--- src/rtl/phfe_pkg.sv ---
// Shared types and constants of the packet header field extractor.
`timescale 1ns / 1ps

package phfe_pkg;

  // Deepest IPv6 extension header chain that is still parsed.
  localparam int unsigned MAX_EXT_HEADERS = 8;

  // Result queue between the parser and the output side.
  localparam int unsigned QDEPTH = 4;
  localparam int unsigned QPTR_W = $clog2(QDEPTH);
  localparam int unsigned QCNT_W = $clog2(QDEPTH + 1);

  // Parse stages, one-hot.
  typedef enum logic [7:0] {
    ST_ETH  = 8'b0000_0001,
    ST_IP4  = 8'b0000_0010,
    ST_IP6  = 8'b0000_0100,
    ST_EXT  = 8'b0000_1000,
    ST_TCP  = 8'b0001_0000,
    ST_UDP  = 8'b0010_0000,
    ST_ICMP = 8'b0100_0000,
    ST_DONE = 8'b1000_0000
  } stage_e;

  typedef enum logic [3:0] {
    FID_DMAC      = 4'd0,
    FID_SMAC      = 4'd1,
    FID_OUTER_TCI = 4'd2,
    FID_INNER_TCI = 4'd3,
    FID_V4_SRC    = 4'd4,
    FID_V4_DST    = 4'd5,
    FID_V6_SRC_HI = 4'd6,
    FID_V6_SRC_LO = 4'd7,
    FID_V6_DST_HI = 4'd8,
    FID_V6_DST_LO = 4'd9,
    FID_TTL       = 4'd10,
    FID_PORTS     = 4'd11,
    FID_SEQ_ACK   = 4'd12,
    FID_TCP_FLAGS = 4'd13,
    FID_ICMP      = 4'd14,
    FID_END       = 4'd15
  } field_id_e;

  typedef enum logic [2:0] {
    STS_OK        = 3'd0,
    STS_UNK_ETYPE = 3'd1,
    STS_UNK_PROTO = 3'd2,
    STS_FRAGMENT  = 3'd3,
    STS_TRUNCATED = 3'd4,
    STS_EXT_LIMIT = 3'd5
  } status_e;

  localparam logic [15:0] ETYPE_IPV4 = 16'h0800;
  localparam logic [15:0] ETYPE_IPV6 = 16'h86DD;
  localparam logic [15:0] ETYPE_CTAG = 16'h8100;
  localparam logic [15:0] ETYPE_STAG = 16'h88A8;

  localparam logic [7:0] PROTO_TCP    = 8'd6;
  localparam logic [7:0] PROTO_UDP    = 8'd17;
  localparam logic [7:0] PROTO_ICMP4  = 8'd1;
  localparam logic [7:0] PROTO_ICMP6  = 8'd58;
  localparam logic [7:0] PROTO_HOPOPT = 8'd0;
  localparam logic [7:0] PROTO_ROUTE  = 8'd43;
  localparam logic [7:0] PROTO_FRAG   = 8'd44;
  localparam logic [7:0] PROTO_AH     = 8'd51;
  localparam logic [7:0] PROTO_DSTOPT = 8'd60;
  localparam logic [7:0] PROTO_MOBIL  = 8'd135;

  // One queue entry: the field completed by a byte and/or the frame summary.
  typedef struct packed {
    logic        fld_vld;
    field_id_e   fld_id;
    logic [63:0] fld_val;
    logic        end_vld;
    status_e     status;
    logic [31:0] index;
    logic [15:0] length;
  } rec_t;

  function automatic logic is_ext_hdr(input logic [7:0] p);
    return (p == PROTO_HOPOPT) || (p == PROTO_ROUTE) || (p == PROTO_FRAG) ||
           (p == PROTO_AH) || (p == PROTO_DSTOPT) || (p == PROTO_MOBIL);
  endfunction

endpackage

--- src/rtl/phfe_if.sv ---
// Valid/ready channel interfaces for frame bytes and extracted fields.
`timescale 1ns / 1ps

interface phfe_in_if;
  logic       valid;
  logic       ready;
  logic [7:0] data_byte;
  logic       last_byte;

  modport source (output valid, output data_byte, output last_byte, input ready);
  modport sink (input valid, input data_byte, input last_byte, output ready);
endinterface

interface phfe_out_if;
  logic        valid;
  logic        ready;
  logic [3:0]  field_id;
  logic [63:0] field_value;
  logic [2:0]  frame_status;
  logic [31:0] frame_index;
  logic [15:0] frame_length;
  logic        end_of_frame;

  modport source (output valid, output field_id, output field_value, output frame_status,
                  output frame_index, output frame_length, output end_of_frame,
                  input ready);
  modport sink (input valid, input field_id, input field_value, input frame_status,
                input frame_index, input frame_length, input end_of_frame,
                output ready);
endinterface

--- src/rtl/phfe_front.sv ---
// Byte-wise header parser: tracks the protocol stack and builds result records.
`timescale 1ns / 1ps

module phfe_front (
  input  logic                clk_i,
  input  logic                rst_ni,
  phfe_in_if.sink             in_i,
  input  logic                q_ready_i,
  output logic                push_o,
  output phfe_pkg::rec_t      rec_o
);

  logic [15:0]        pos_q, pos_d;
  phfe_pkg::stage_e   stage_q, stage_d;
  logic [15:0]        end_q, end_d;
  logic [7:0]         nproto_q, nproto_d;
  logic [63:0]        shift_q, shift_d;
  logic [1:0]         vlan_q, vlan_d;
  logic [3:0]         ext_cnt_q, ext_cnt_d;
  phfe_pkg::status_e  err_q, err_d;
  logic [31:0]        acc_q, acc_d;
  logic [15:0]        start_q, start_d;

  logic        accept;
  logic [15:0] rel;
  logic [16:0] pos_inc;
  logic [63:0] v;
  logic [15:0] etype;
  logic [3:0]  ihl;
  logic [11:0] ext_len;
  logic [16:0] ext_end;
  logic [15:0] end_eff;
  logic        do_dispatch;
  logic        do_v6next;
  logic        do_transport;
  logic        tp_v6;
  phfe_pkg::rec_t rec;

  assign accept      = in_i.valid && q_ready_i;
  assign in_i.ready  = q_ready_i;

  always_comb begin
    shift_d   = {shift_q[55:0], in_i.data_byte};
    v         = shift_d;
    etype     = v[15:0];
    rel       = pos_q - start_q;
    pos_inc   = {1'b0, pos_q} + 17'd1;
    pos_d     = pos_q;
    stage_d   = stage_q;
    end_d     = end_q;
    nproto_d  = nproto_q;
    vlan_d    = vlan_q;
    ext_cnt_d = ext_cnt_q;
    err_d     = err_q;
    acc_d     = acc_q;
    start_d   = start_q;
    ihl       = 4'd5;
    ext_len   = '0;
    ext_end   = '0;
    end_eff   = end_q;
    do_dispatch  = 1'b0;
    do_v6next    = 1'b0;
    do_transport = 1'b0;
    tp_v6        = 1'b0;

    rec         = '0;
    rec.fld_id  = phfe_pkg::FID_DMAC;
    rec.status  = phfe_pkg::STS_OK;

    case (stage_q)
      phfe_pkg::ST_ETH: begin
        if (pos_q == 16'd5) begin
          rec.fld_vld = 1'b1;
          rec.fld_id  = phfe_pkg::FID_DMAC;
          rec.fld_val = {16'd0, v[47:0]};
        end else if (pos_q == 16'd11) begin
          rec.fld_vld = 1'b1;
          rec.fld_id  = phfe_pkg::FID_SMAC;
          rec.fld_val = {16'd0, v[47:0]};
        end else if (pos_q == 16'd13) begin
          if (etype == phfe_pkg::ETYPE_CTAG) begin
            vlan_d = 2'd1;
          end else if (etype == phfe_pkg::ETYPE_STAG) begin
            vlan_d = 2'd2;
          end else begin
            do_dispatch = 1'b1;
          end
        end else if (pos_q == 16'd15) begin
          rec.fld_vld = 1'b1;
          rec.fld_id  = phfe_pkg::FID_OUTER_TCI;
          rec.fld_val = {48'd0, v[15:0]};
        end else if (pos_q == 16'd17 && vlan_q == 2'd1) begin
          do_dispatch = 1'b1;
        end else if (pos_q == 16'd19 && vlan_q == 2'd2) begin
          rec.fld_vld = 1'b1;
          rec.fld_id  = phfe_pkg::FID_INNER_TCI;
          rec.fld_val = {48'd0, v[15:0]};
        end else if (pos_q == 16'd21 && vlan_q == 2'd2) begin
          do_dispatch = 1'b1;
        end
      end
      phfe_pkg::ST_IP4: begin
        if (rel == 16'd0) begin
          ihl   = (in_i.data_byte[3:0] < 4'd5) ? 4'd5 : in_i.data_byte[3:0];
          end_d = start_q + {10'd0, ihl, 2'b00};
        end else if (rel == 16'd7) begin
          if (v[13:0] != 14'd0 && err_d == phfe_pkg::STS_OK) begin
            err_d = phfe_pkg::STS_FRAGMENT;
          end
        end else if (rel == 16'd8) begin
          rec.fld_vld = 1'b1;
          rec.fld_id  = phfe_pkg::FID_TTL;
          rec.fld_val = {56'd0, v[7:0]};
        end else if (rel == 16'd9) begin
          nproto_d = in_i.data_byte;
        end else if (rel == 16'd15) begin
          rec.fld_vld = 1'b1;
          rec.fld_id  = phfe_pkg::FID_V4_SRC;
          rec.fld_val = {32'd0, v[31:0]};
        end else if (rel == 16'd19) begin
          rec.fld_vld = 1'b1;
          rec.fld_id  = phfe_pkg::FID_V4_DST;
          rec.fld_val = {32'd0, v[31:0]};
        end
        // Options end where IHL says; transport starts right after.
        if (rel >= 16'd19 && pos_inc >= {1'b0, end_q}) begin
          if (err_q != phfe_pkg::STS_OK) begin
            stage_d = phfe_pkg::ST_DONE;
          end else begin
            do_transport = 1'b1;
          end
        end
      end
      phfe_pkg::ST_IP6: begin
        if (rel == 16'd6) begin
          nproto_d = in_i.data_byte;
        end else if (rel == 16'd7) begin
          rec.fld_vld = 1'b1;
          rec.fld_id  = phfe_pkg::FID_TTL;
          rec.fld_val = {56'd0, v[7:0]};
        end else if (rel == 16'd15) begin
          rec.fld_vld = 1'b1;
          rec.fld_id  = phfe_pkg::FID_V6_SRC_HI;
          rec.fld_val = v;
        end else if (rel == 16'd23) begin
          rec.fld_vld = 1'b1;
          rec.fld_id  = phfe_pkg::FID_V6_SRC_LO;
          rec.fld_val = v;
        end else if (rel == 16'd31) begin
          rec.fld_vld = 1'b1;
          rec.fld_id  = phfe_pkg::FID_V6_DST_HI;
          rec.fld_val = v;
        end else if (rel == 16'd39) begin
          rec.fld_vld = 1'b1;
          rec.fld_id  = phfe_pkg::FID_V6_DST_LO;
          rec.fld_val = v;
          do_v6next   = 1'b1;
        end
      end
      phfe_pkg::ST_EXT: begin
        if (rel == 16'd1) begin
          // AH counts its length in 32-bit words minus two, the others in 8-octet units minus one.
          if (nproto_q == phfe_pkg::PROTO_AH) begin
            ext_len = {1'b0, ({3'd0, in_i.data_byte} + 11'd2) << 2};
          end else begin
            ext_len = ({4'd0, in_i.data_byte} + 12'd1) << 3;
          end
          ext_end  = {1'b0, start_q} + {5'd0, ext_len};
          end_eff  = ext_end[16] ? 16'hFFFF : ext_end[15:0];
          end_d    = end_eff;
          nproto_d = v[15:8];
        end
        if (rel >= 16'd1 && pos_inc >= {1'b0, end_eff}) begin
          do_v6next = 1'b1;
        end
      end
      phfe_pkg::ST_TCP: begin
        if (rel == 16'd3) begin
          rec.fld_vld = 1'b1;
          rec.fld_id  = phfe_pkg::FID_PORTS;
          rec.fld_val = {32'd0, v[31:0]};
        end else if (rel == 16'd11) begin
          rec.fld_vld = 1'b1;
          rec.fld_id  = phfe_pkg::FID_SEQ_ACK;
          rec.fld_val = v;
        end else if (rel == 16'd13) begin
          rec.fld_vld = 1'b1;
          rec.fld_id  = phfe_pkg::FID_TCP_FLAGS;
          rec.fld_val = {56'd0, v[7:0]};
          stage_d     = phfe_pkg::ST_DONE;
        end
      end
      phfe_pkg::ST_UDP: begin
        if (rel == 16'd3) begin
          rec.fld_vld = 1'b1;
          rec.fld_id  = phfe_pkg::FID_PORTS;
          rec.fld_val = {32'd0, v[31:0]};
          stage_d     = phfe_pkg::ST_DONE;
        end
      end
      phfe_pkg::ST_ICMP: begin
        if (rel == 16'd1) begin
          rec.fld_vld = 1'b1;
          rec.fld_id  = phfe_pkg::FID_ICMP;
          rec.fld_val = {48'd0, v[15:0]};
          stage_d     = phfe_pkg::ST_DONE;
        end
      end
      default: begin
      end
    endcase

    if (do_dispatch) begin
      start_d = pos_inc[15:0];
      if (etype == phfe_pkg::ETYPE_IPV4) begin
        stage_d = phfe_pkg::ST_IP4;
      end else if (etype == phfe_pkg::ETYPE_IPV6) begin
        stage_d = phfe_pkg::ST_IP6;
      end else begin
        if (err_d == phfe_pkg::STS_OK) begin
          err_d = phfe_pkg::STS_UNK_ETYPE;
        end
        stage_d = phfe_pkg::ST_DONE;
      end
    end

    if (do_v6next) begin
      if (phfe_pkg::is_ext_hdr(nproto_d)) begin
        if ({28'd0, ext_cnt_q} >= phfe_pkg::MAX_EXT_HEADERS) begin
          if (err_d == phfe_pkg::STS_OK) begin
            err_d = phfe_pkg::STS_EXT_LIMIT;
          end
          stage_d = phfe_pkg::ST_DONE;
        end else begin
          ext_cnt_d = ext_cnt_q + 4'd1;
          stage_d   = phfe_pkg::ST_EXT;
          start_d   = pos_inc[15:0];
        end
      end else begin
        do_transport = 1'b1;
        tp_v6        = 1'b1;
      end
    end

    if (do_transport) begin
      start_d = pos_inc[15:0];
      if (nproto_d == phfe_pkg::PROTO_TCP) begin
        stage_d = phfe_pkg::ST_TCP;
      end else if (nproto_d == phfe_pkg::PROTO_UDP) begin
        stage_d = phfe_pkg::ST_UDP;
      end else if (nproto_d == (tp_v6 ? phfe_pkg::PROTO_ICMP6 : phfe_pkg::PROTO_ICMP4)) begin
        stage_d = phfe_pkg::ST_ICMP;
      end else begin
        if (err_d == phfe_pkg::STS_OK) begin
          err_d = phfe_pkg::STS_UNK_PROTO;
        end
        stage_d = phfe_pkg::ST_DONE;
      end
    end

    if (in_i.last_byte) begin
      rec.end_vld = 1'b1;
      rec.status  = err_d;
      if (err_d == phfe_pkg::STS_OK && stage_d != phfe_pkg::ST_DONE) begin
        rec.status = phfe_pkg::STS_TRUNCATED;
      end
      if (rec.status == phfe_pkg::STS_OK) begin
        rec.index = acc_q;
        acc_d     = acc_q + 32'd1;
      end
      rec.length = pos_inc[16] ? 16'hFFFF : pos_inc[15:0];
      pos_d     = '0;
      stage_d   = phfe_pkg::ST_ETH;
      end_d     = '0;
      nproto_d  = '0;
      shift_d   = '0;
      vlan_d    = '0;
      ext_cnt_d = '0;
      err_d     = phfe_pkg::STS_OK;
      start_d   = '0;
    end else begin
      pos_d = pos_inc[16] ? 16'hFFFF : pos_inc[15:0];
    end
  end

  assign push_o = accept && (rec.fld_vld || rec.end_vld);
  assign rec_o  = rec;

  always_ff @(posedge clk_i or negedge rst_ni) begin
    if (!rst_ni) begin
      pos_q     <= '0;
      stage_q   <= phfe_pkg::ST_ETH;
      end_q     <= '0;
      nproto_q  <= '0;
      shift_q   <= '0;
      vlan_q    <= '0;
      ext_cnt_q <= '0;
      err_q     <= phfe_pkg::STS_OK;
      acc_q     <= 32'd1;
      start_q   <= '0;
    end else if (accept) begin
      pos_q     <= pos_d;
      stage_q   <= stage_d;
      end_q     <= end_d;
      nproto_q  <= nproto_d;
      shift_q   <= shift_d;
      vlan_q    <= vlan_d;
      ext_cnt_q <= ext_cnt_d;
      err_q     <= err_d;
      acc_q     <= acc_d;
      start_q   <= start_d;
    end
  end

`ifndef SYNTHESIS
  // A closing beat always returns the parser to the start of a frame.
  a_last_clears : assert property (@(posedge clk_i) disable iff (!rst_ni)
    accept && in_i.last_byte |=> pos_q == 16'd0 && stage_q == phfe_pkg::ST_ETH &&
                                 err_q == phfe_pkg::STS_OK)
    else $error("parser state not cleared after last byte");

  // The first error of a frame is never overwritten.
  a_err_sticky : assert property (@(posedge clk_i) disable iff (!rst_ni)
    err_q != phfe_pkg::STS_OK && !(accept && in_i.last_byte) |=> err_q == $past(err_q))
    else $error("frame error status changed within a frame");

  // Byte position only grows within a frame.
  a_pos_mono : assert property (@(posedge clk_i) disable iff (!rst_ni)
    accept && !in_i.last_byte |=> pos_q >= $past(pos_q))
    else $error("byte position went backwards");

  // Only a closing beat moves the frame index.
  a_acc_only_end : assert property (@(posedge clk_i) disable iff (!rst_ni)
    !(accept && in_i.last_byte) |=> $stable(acc_q))
    else $error("frame index moved without a closing beat");
`endif

endmodule

--- src/rtl/phfe_queue.sv ---
// Small register queue of result records between parser and output side.
`timescale 1ns / 1ps

module phfe_queue (
  input  logic            clk_i,
  input  logic            rst_ni,
  input  logic            push_i,
  input  phfe_pkg::rec_t  rec_i,
  output logic            ready_o,
  input  logic            pop_i,
  output logic            valid_o,
  output phfe_pkg::rec_t  head_o
);

  phfe_pkg::rec_t mem_q [phfe_pkg::QDEPTH];

  logic [phfe_pkg::QPTR_W-1:0] wr_ptr_q, wr_ptr_d;
  logic [phfe_pkg::QPTR_W-1:0] rd_ptr_q, rd_ptr_d;
  logic [phfe_pkg::QCNT_W-1:0] cnt_q, cnt_d;
  logic                        do_push;
  logic                        do_pop;

  assign ready_o = cnt_q != phfe_pkg::QCNT_W'(phfe_pkg::QDEPTH);
  assign valid_o = cnt_q != '0;
  assign head_o  = mem_q[rd_ptr_q];
  assign do_push = push_i && ready_o;
  assign do_pop  = pop_i && valid_o;

  always_comb begin
    wr_ptr_d = wr_ptr_q;
    rd_ptr_d = rd_ptr_q;
    cnt_d    = cnt_q;
    if (do_push) begin
      wr_ptr_d = (wr_ptr_q == phfe_pkg::QPTR_W'(phfe_pkg::QDEPTH - 1)) ? '0
                                                                       : wr_ptr_q + 1'b1;
    end
    if (do_pop) begin
      rd_ptr_d = (rd_ptr_q == phfe_pkg::QPTR_W'(phfe_pkg::QDEPTH - 1)) ? '0
                                                                       : rd_ptr_q + 1'b1;
    end
    if (do_push && !do_pop) begin
      cnt_d = cnt_q + 1'b1;
    end else if (do_pop && !do_push) begin
      cnt_d = cnt_q - 1'b1;
    end
  end

  always_ff @(posedge clk_i) begin
    if (do_push) begin
      mem_q[wr_ptr_q] <= rec_i;
    end
  end

  always_ff @(posedge clk_i or negedge rst_ni) begin
    if (!rst_ni) begin
      wr_ptr_q <= '0;
      rd_ptr_q <= '0;
      cnt_q    <= '0;
    end else begin
      wr_ptr_q <= wr_ptr_d;
      rd_ptr_q <= rd_ptr_d;
      cnt_q    <= cnt_d;
    end
  end

endmodule

--- src/rtl/phfe_back.sv ---
// Output side: turns each queued record into its field beat, its summary beat, or both.
`timescale 1ns / 1ps

module phfe_back (
  input  logic            clk_i,
  input  logic            rst_ni,
  input  logic            head_vld_i,
  input  phfe_pkg::rec_t  head_i,
  output logic            pop_o,
  phfe_out_if.source      out_o
);

  // Set once the field beat of a record carrying both beats has gone out.
  logic fld_sent_q, fld_sent_d;
  logic send_fld;
  logic beat_done;

  assign send_fld  = head_i.fld_vld && !fld_sent_q;
  assign beat_done = head_vld_i && out_o.ready;

  assign out_o.valid        = head_vld_i;
  assign out_o.field_id     = send_fld ? head_i.fld_id : phfe_pkg::FID_END;
  assign out_o.field_value  = send_fld ? head_i.fld_val : 64'd0;
  assign out_o.frame_status = send_fld ? phfe_pkg::STS_OK : head_i.status;
  assign out_o.frame_index  = send_fld ? 32'd0 : head_i.index;
  assign out_o.frame_length = send_fld ? 16'd0 : head_i.length;
  assign out_o.end_of_frame = !send_fld;

  assign pop_o = beat_done && !(send_fld && head_i.end_vld);

  always_comb begin
    fld_sent_d = fld_sent_q;
    if (pop_o) begin
      fld_sent_d = 1'b0;
    end else if (beat_done && send_fld) begin
      fld_sent_d = 1'b1;
    end
  end

  always_ff @(posedge clk_i or negedge rst_ni) begin
    if (!rst_ni) begin
      fld_sent_q <= 1'b0;
    end else begin
      fld_sent_q <= fld_sent_d;
    end
  end

endmodule

--- src/rtl/packet_header_field_extractor_unit.sv ---
// Top level of the packet header field extractor.
`timescale 1ns / 1ps

// Frame bytes enter on in_i at one beat per cycle while the queue has room;
// the parser updates its position-driven state on each byte and hands any
// completed field, plus the frame summary on the last byte, to a four-entry
// result queue. The output side sends one beat per cycle from that queue
// while out_o is ready: a field beat first, then the summary beat when a
// last byte also completed a field, so such a byte yields two output beats.
// A result is registered in the queue when its byte is taken. in_i stays
// ready while the queue has room, so a consumer that keeps pace sees one
// byte per cycle sustained. No clearing pass is needed after reset.
module packet_header_field_extractor_unit (
  input  logic        clk_i,
  input  logic        rst_ni,
  phfe_in_if.sink     in_i,
  phfe_out_if.source  out_o
);

  logic           push;
  logic           q_ready;
  logic           pop;
  logic           head_vld;
  phfe_pkg::rec_t push_rec;
  phfe_pkg::rec_t head_rec;

  phfe_front u_front (
    .clk_i     (clk_i),
    .rst_ni    (rst_ni),
    .in_i      (in_i),
    .q_ready_i (q_ready),
    .push_o    (push),
    .rec_o     (push_rec)
  );

  phfe_queue u_queue (
    .clk_i   (clk_i),
    .rst_ni  (rst_ni),
    .push_i  (push),
    .rec_i   (push_rec),
    .ready_o (q_ready),
    .pop_i   (pop),
    .valid_o (head_vld),
    .head_o  (head_rec)
  );

  phfe_back u_back (
    .clk_i      (clk_i),
    .rst_ni     (rst_ni),
    .head_vld_i (head_vld),
    .head_i     (head_rec),
    .pop_o      (pop),
    .out_o      (out_o)
  );

endmodule
--- src/flat_wrapper.sv ---
// flat-port wrapper written by rule: the top's interface ports become plain ports
module packet_header_field_extractor_unit_flat 
  (clk_i, rst_ni, in_i_valid, in_i_data_byte, in_i_last_byte, in_i_ready, out_o_valid, out_o_field_id, out_o_field_value, out_o_frame_status, out_o_frame_index, out_o_frame_length, out_o_end_of_frame, out_o_ready);
  phfe_in_if in_i_i ();
  phfe_out_if out_o_i ();
  input  logic clk_i;
  input  logic rst_ni;
  input wire logic [$bits(in_i_i.valid)-1:0] in_i_valid;
  input wire logic [$bits(in_i_i.data_byte)-1:0] in_i_data_byte;
  input wire logic [$bits(in_i_i.last_byte)-1:0] in_i_last_byte;
  output wire logic [$bits(in_i_i.ready)-1:0] in_i_ready;
  output wire logic [$bits(out_o_i.valid)-1:0] out_o_valid;
  output wire logic [$bits(out_o_i.field_id)-1:0] out_o_field_id;
  output wire logic [$bits(out_o_i.field_value)-1:0] out_o_field_value;
  output wire logic [$bits(out_o_i.frame_status)-1:0] out_o_frame_status;
  output wire logic [$bits(out_o_i.frame_index)-1:0] out_o_frame_index;
  output wire logic [$bits(out_o_i.frame_length)-1:0] out_o_frame_length;
  output wire logic [$bits(out_o_i.end_of_frame)-1:0] out_o_end_of_frame;
  input wire logic [$bits(out_o_i.ready)-1:0] out_o_ready;
  assign in_i_i.valid = in_i_valid;
  assign in_i_i.data_byte = in_i_data_byte;
  assign in_i_i.last_byte = in_i_last_byte;
  assign in_i_ready = in_i_i.ready;
  assign out_o_valid = out_o_i.valid;
  assign out_o_field_id = out_o_i.field_id;
  assign out_o_field_value = out_o_i.field_value;
  assign out_o_frame_status = out_o_i.frame_status;
  assign out_o_frame_index = out_o_i.frame_index;
  assign out_o_frame_length = out_o_i.frame_length;
  assign out_o_end_of_frame = out_o_i.end_of_frame;
  assign out_o_i.ready = out_o_ready;
  packet_header_field_extractor_unit u_core (.clk_i(clk_i), .rst_ni(rst_ni), .in_i(in_i_i), .out_o(out_o_i));
endmodule
--- config.mk ---
export PLATFORM = sky130hd
export DESIGN_NAME = packet_header_field_extractor_unit_flat
export DESIGN_NICKNAME = d
export VERILOG_FILES = /design/src/rtl/phfe_pkg.sv /design/src/rtl/phfe_if.sv /design/src/rtl/phfe_front.sv /design/src/rtl/phfe_queue.sv /design/src/rtl/phfe_back.sv /design/src/rtl/packet_header_field_extractor_unit.sv /design/src/flat_wrapper.sv
export SDC_FILE = /design/constraint.sdc
export NUM_CORES = 1
export LEC_CHECK = 0
export BUFFER_PORTS_ARGS = -buffer_cell sky130_fd_sc_hd__buf_2
export CORE_UTILIZATION = 40
export DETAILED_ROUTE_END_ITERATION = 12
export GPL_TIMING_DRIVEN = 0
export PLACE_DENSITY = 0.64
export SETUP_SLACK_MARGIN = 0.5
export SLEW_MARGIN = 20
export SYNTH_ARGS = -nofsm -noshare
export SYNTH_HDL_FRONTEND = slang
export SYNTH_SLANG_ARGS = --single-unit
export TNS_END_PERCENT = 10
--- constraint.sdc ---
create_clock -name clk_i -period 29.7 [get_ports clk_i]
set_input_delay 5.94 -clock clk_i [delete_from_list [all_inputs] [get_ports clk_i]]
set_output_delay 5.94 -clock clk_i [all_outputs]
set_load 0.005 [all_outputs]
==> results.txt <==
The routed design has 85200 µm of wire. In this design, the stage delay of the slowest critical-path cell is 0.73 ns. In the routed layout, each cell is associated on average with a via count of 5.64. The logic depth of the worst setup path including buffers works out to 33. Fill cells in the final layout number 7033. Max-cap violations in this run came to 0. Counting stages on the worst path, the most repeated cell is sky130_fd_sc_hd__a21o_1.

The critical path's top delay family is compound AO/OA/AOI/OAI gates. For the pin with the worst max-slew slack, the measured transition is 1.17 ns. Synthesis inferred 653 register bits. The post-cts hold buffer count was 0. Static timing analysis puts the maximum clock frequency at 70.3 MHz. STA puts the critical path data required time at 30.02 ns. For the overflow left after global routing, the log shows 0.

After the first detailed-routing iteration, the DRC count stood at 1767. For this run, asynchronously set or reset flops after synthesis account for 25.9%. Averaged over all synthesized cells, the footprint is 13.1 µm².

The run gives 135 as the I/O pin total. Clock-pin slew was measured on the worst setup and hold paths at 0.06 ns. Summed over all nets, the switching power comes to 0.00101 W. The aggregate global-route resource usage was 21.1%; the cell count after synthesis was 2434.

The number of pins exceeding their max-slew limit in the final report was 0. The worst setup path is captured at a flop. During placement, the flow inserted port buffers numbering 133. Sequential cells burn 36.8% of the power. The initial antenna violation count was 1.

For the global placement routability congestion, the log shows 0.937. Via count of the first global-routing pass: 21500. Yosys printed 0 warnings. The longest clock path from root to sink contains 3 buffers.

The number of endpoints with negative hold slack in the final report came out at 0. The clock net in this run drives a total of 653 sinks. IR analysis of the VDD net gives a maximum drop of 54.9 µV. TritonCTS built the clock tree.

Cells fill 46.9% of the core in the end. The growth of design area from synthesis to finish is 16.2%, and the number of iterations in the first detailed-routing pass is 5. The critical path in this run is classified as primary input to flop. The power density of the placed cells is 82.3 nW/µm², and the final critical path time including I/O delays and setup is 14.22 ns. The run gives 34.3% as the fraction of power consumed by combinational cells.

Counting both buffers and inverters, the worst setup path holds a total of 6. Along the worst path, the maximum fanout reaches 10. The synthesized design contains 484 enable-type register cells.

In this run, the clock network consumes 28.9% of the power. Counting the buffers created by CTS gives 69. Number of cells upsized or downsized after cts: 0. The internal portion of total power was 0.00203 W.

The netlist uses 95 different library cells. In this run the vertical extent of the chip is 284 µm. From left edge to right edge, the die measures 284 µm. Setup repair after global routing left no endpoint under its margin. The run gives 0 as the buffer count from post-CTS setup fixing. The maximum number of pins on one net before global-route repair is 88, and the clock insertion delay at the later pin of the skew report is 0.62 ns. The net count after synthesis came out at 2530. In the synthesized netlist the dominant register cell turns out to be sky130_fd_sc_hd__edfxtp_1.

The die covers 80700 µm². The initial utilization of the core area, before any placement, comes to 40.3%. In the final routed layout, each cell accounts on average for 22.6 µm. The tools report the category of the worst setup path launch point as a primary input. The root buffer cell chosen for the clock tree is sky130_fd_sc_hd__clkbuf_16. Summing every instance area after synthesis gives 31800 µm². The tightest min-delay check is of the flop to flop type. The run finished with clean final reports.

The completed layout was analyzed and its total power is 0.00304 W. The instance count along the most critical hold path came out at 2. Setup violations remaining at the end of the flow were counted as 0.

The critical path's slowest cell was sky130_fd_sc_hd__clkbuf_1. Of the synthesized area, sequential elements account for 59.0%. Of the total power, the share spent switching nets is 33.1%.

The area used by sequential logic in the layout was 18800 µm². The top cell types in the final layout, fill and taps aside, are sky130_fd_sc_hd__edfxtp_1 (484), sky130_fd_sc_hd__nand2_1 (238), sky130_fd_sc_hd__dfrtp_1 (167). The fraction of layout cells with a size suffix above 1 was 16.9%; the half-perimeter wire length after placement was 62600 µm. The library cell used most frequently in the layout, excluding fill and tap cells, is sky130_fd_sc_hd__edfxtp_1. In this run the static leakage power is 14.0 nW.

The floorplan has 103 rows. The first global-routing pass estimated 131000 µm of wire. For the H-tree depth reported by CTS, the log shows 3. The multi-input combinational cells in the finished layout cover a total of 12300 µm². The maximum clock skew at final layout was 0.0298 ns; the number of design rule violations left after detail routing was 0. The count of nets left with antenna violations once routing finished came out at 0. Of the available clock period, the critical path in the final layout requires 47.9%.

Measured against its own limit, the worst slew margin works out to 22.2%. The via count of the routed design is 21300. Measured in cells, the most critical reg-to-reg path has a length of 32.

After the last flow step, the layout net total stands at 2765. After routing, the total negative slack on setup checks comes to 0 ns. Data on the critical path arrives at its endpoint at 14.54 ns. The core area came out at 78900 µm².
-- state kept, by name, indices dropped and copies added, names as in the netlist, 3 cells and up --
name / flops
u_core.u_front.err_q: 3
u_core.u_front.stage_q: 8
u_core.u_front.acc_q: 32
u_core.u_front.start_q: 16
u_core.u_queue.cnt_q: 3
u_core.u_queue.mem_q: 484
u_core.u_front.nproto_q: 8
u_core.u_front.pos_q: 16
u_core.u_front.end_q: 16
u_core.u_front.ext_cnt_q: 4
u_core.u_front.shift_q: 56
-- kinds of logic (layout without fill, tap and decap cells) --
group	after synthesis	after routing	synth area share (%)
simple gates	901	901	15.3
flops	653	653	59.0
compound gates	354	354	7.88
buf+inv	210	501	2.66
mux	144	144	9.34
xor+xnor	89	89	2.45
fa+ha+maj	83	83	3.36
other cells	0	1	0
-- power by group through the flow --
stage               combinational, W  clock, W  sequential [W]
floorplan                   0.000645         0         0.00114
global placement             0.00101         0         0.00116
detailed placement           0.00105         0         0.00114
CTS                          0.00106  0.000898         0.00112
global route                 0.00113  0.000930         0.00113
finish                       0.00104  0.000880         0.00112
-- final timing paths --
path	slack, ns	from	endpoint
setup / recovery	15.48	in_i_data_byte[3]	u_core.u_queue.mem_q[2][20]
hold / removal	0.47	u_core.u_front.shift_q[49]	u_core.u_front.shift_q[49]
setup reg to reg	19.85	u_core.u_front.start_q[13]	u_core.u_queue.mem_q[2][20]
hold reg to reg	0.47	u_core.u_front.shift_q[49]	u_core.u_front.shift_q[49]
max in group asynchronous	23.51	rst_ni	u_core.u_front.shift_q[53]
min in group asynchronous	5.11	rst_ni	u_core.u_front.start_q[7]
-- layout make-up --
cell class                 instances  area share [%]
sequential                       653            50.7
multi-input combinational       1571            33.2
clock buffer                      95            5.16
timing repair buffer             164            3.95
tap                             1050            3.55
buffer                           136            1.55
clock inverter                    32            1.12
inverter                          74           0.751
antenna                            1         0.00677
-- per-layer routing --
| layer | GRT usage [%] | vias to the layer above | wire length [µm] |
|---|---|---|---|
| li1 | - | 9603 | - |
| met1 | 28.0 | 10900 | 36400 |
| met2 | 35.6 | 700 | 42100 |
| met3 | 3.18 | 137 | 4460 |
| met4 | 6.36 | 2 | 2310 |
| met5 | 0 | - | 14 |
-- metrics by stage --
stage	cell area [µm²]	hold slack [ns]	worst slack (ns)	std cells
6_report	37000	0.466	15.48	3776
3_5_place_dp	34600	0.457	15.01	3648
4_1_cts	37000	0.468	15.62	3775
2_1_floorplan	31800	0.431	17.57	2434
3_3_place_gp	33800	0.451	12.42	3617
5_1_grt	37000	0.487	15.08	3775
-- worst min-delay path, delay by kind of cell, from the launching register on --
kind             cells  cell delay (ns)
DFF                  1             0.34
and+or+nand+nor      2             0.10
-- cell usage after synthesis, types with 13 or more instances --
| library cell | n | area share [%] |
|---|---|---|
| sky130_fd_sc_hd__a21oi_1 | 64 | 1.0 |
| sky130_fd_sc_hd__xnor2_1 | 62 | 1.7 |
| sky130_fd_sc_hd__nand2_1 | 238 | 2.8 |
| sky130_fd_sc_hd__nand2b_1 | 19 | 0.37 |
| sky130_fd_sc_hd__buf_1 | 21 | 0.25 |
| sky130_fd_sc_hd__clkbuf_1 | 98 | 1.2 |
| sky130_fd_sc_hd__and2_1 | 123 | 2.4 |
| sky130_fd_sc_hd__nand4_1 | 44 | 0.87 |
| sky130_fd_sc_hd__xor2_1 | 27 | 0.74 |
| sky130_fd_sc_hd__inv_1 | 74 | 0.87 |
| sky130_fd_sc_hd__nor2b_1 | 130 | 2.6 |
| sky130_fd_sc_hd__nor3_1 | 35 | 0.55 |
| sky130_fd_sc_hd__nand3_1 | 51 | 0.80 |
| sky130_fd_sc_hd__and3_1 | 30 | 0.59 |
| sky130_fd_sc_hd__nor2_1 | 97 | 1.1 |
| sky130_fd_sc_hd__o21ai_0 | 65 | 1.0 |
| sky130_fd_sc_hd__a31oi_1 | 13 | 0.26 |
| sky130_fd_sc_hd__a22o_1 | 35 | 0.96 |
| sky130_fd_sc_hd__or2_2 | 13 | 0.26 |
| sky130_fd_sc_hd__o21a_1 | 13 | 0.31 |
| sky130_fd_sc_hd__edfxtp_1 | 484 | 46 |
| sky130_fd_sc_hd__a211oi_1 | 14 | 0.33 |
| sky130_fd_sc_hd__a21o_1 | 22 | 0.52 |
| sky130_fd_sc_hd__nand3b_1 | 61 | 1.4 |
| sky130_fd_sc_hd__mux4_2 | 121 | 8.6 |
| sky130_fd_sc_hd__o22ai_1 | 20 | 0.39 |
| sky130_fd_sc_hd__dfrtp_1 | 167 | 13 |
| sky130_fd_sc_hd__nor4_1 | 16 | 0.31 |
| sky130_fd_sc_hd__ha_1 | 79 | 3.1 |
Note: power is estimated with default switching activity, not from simulation.
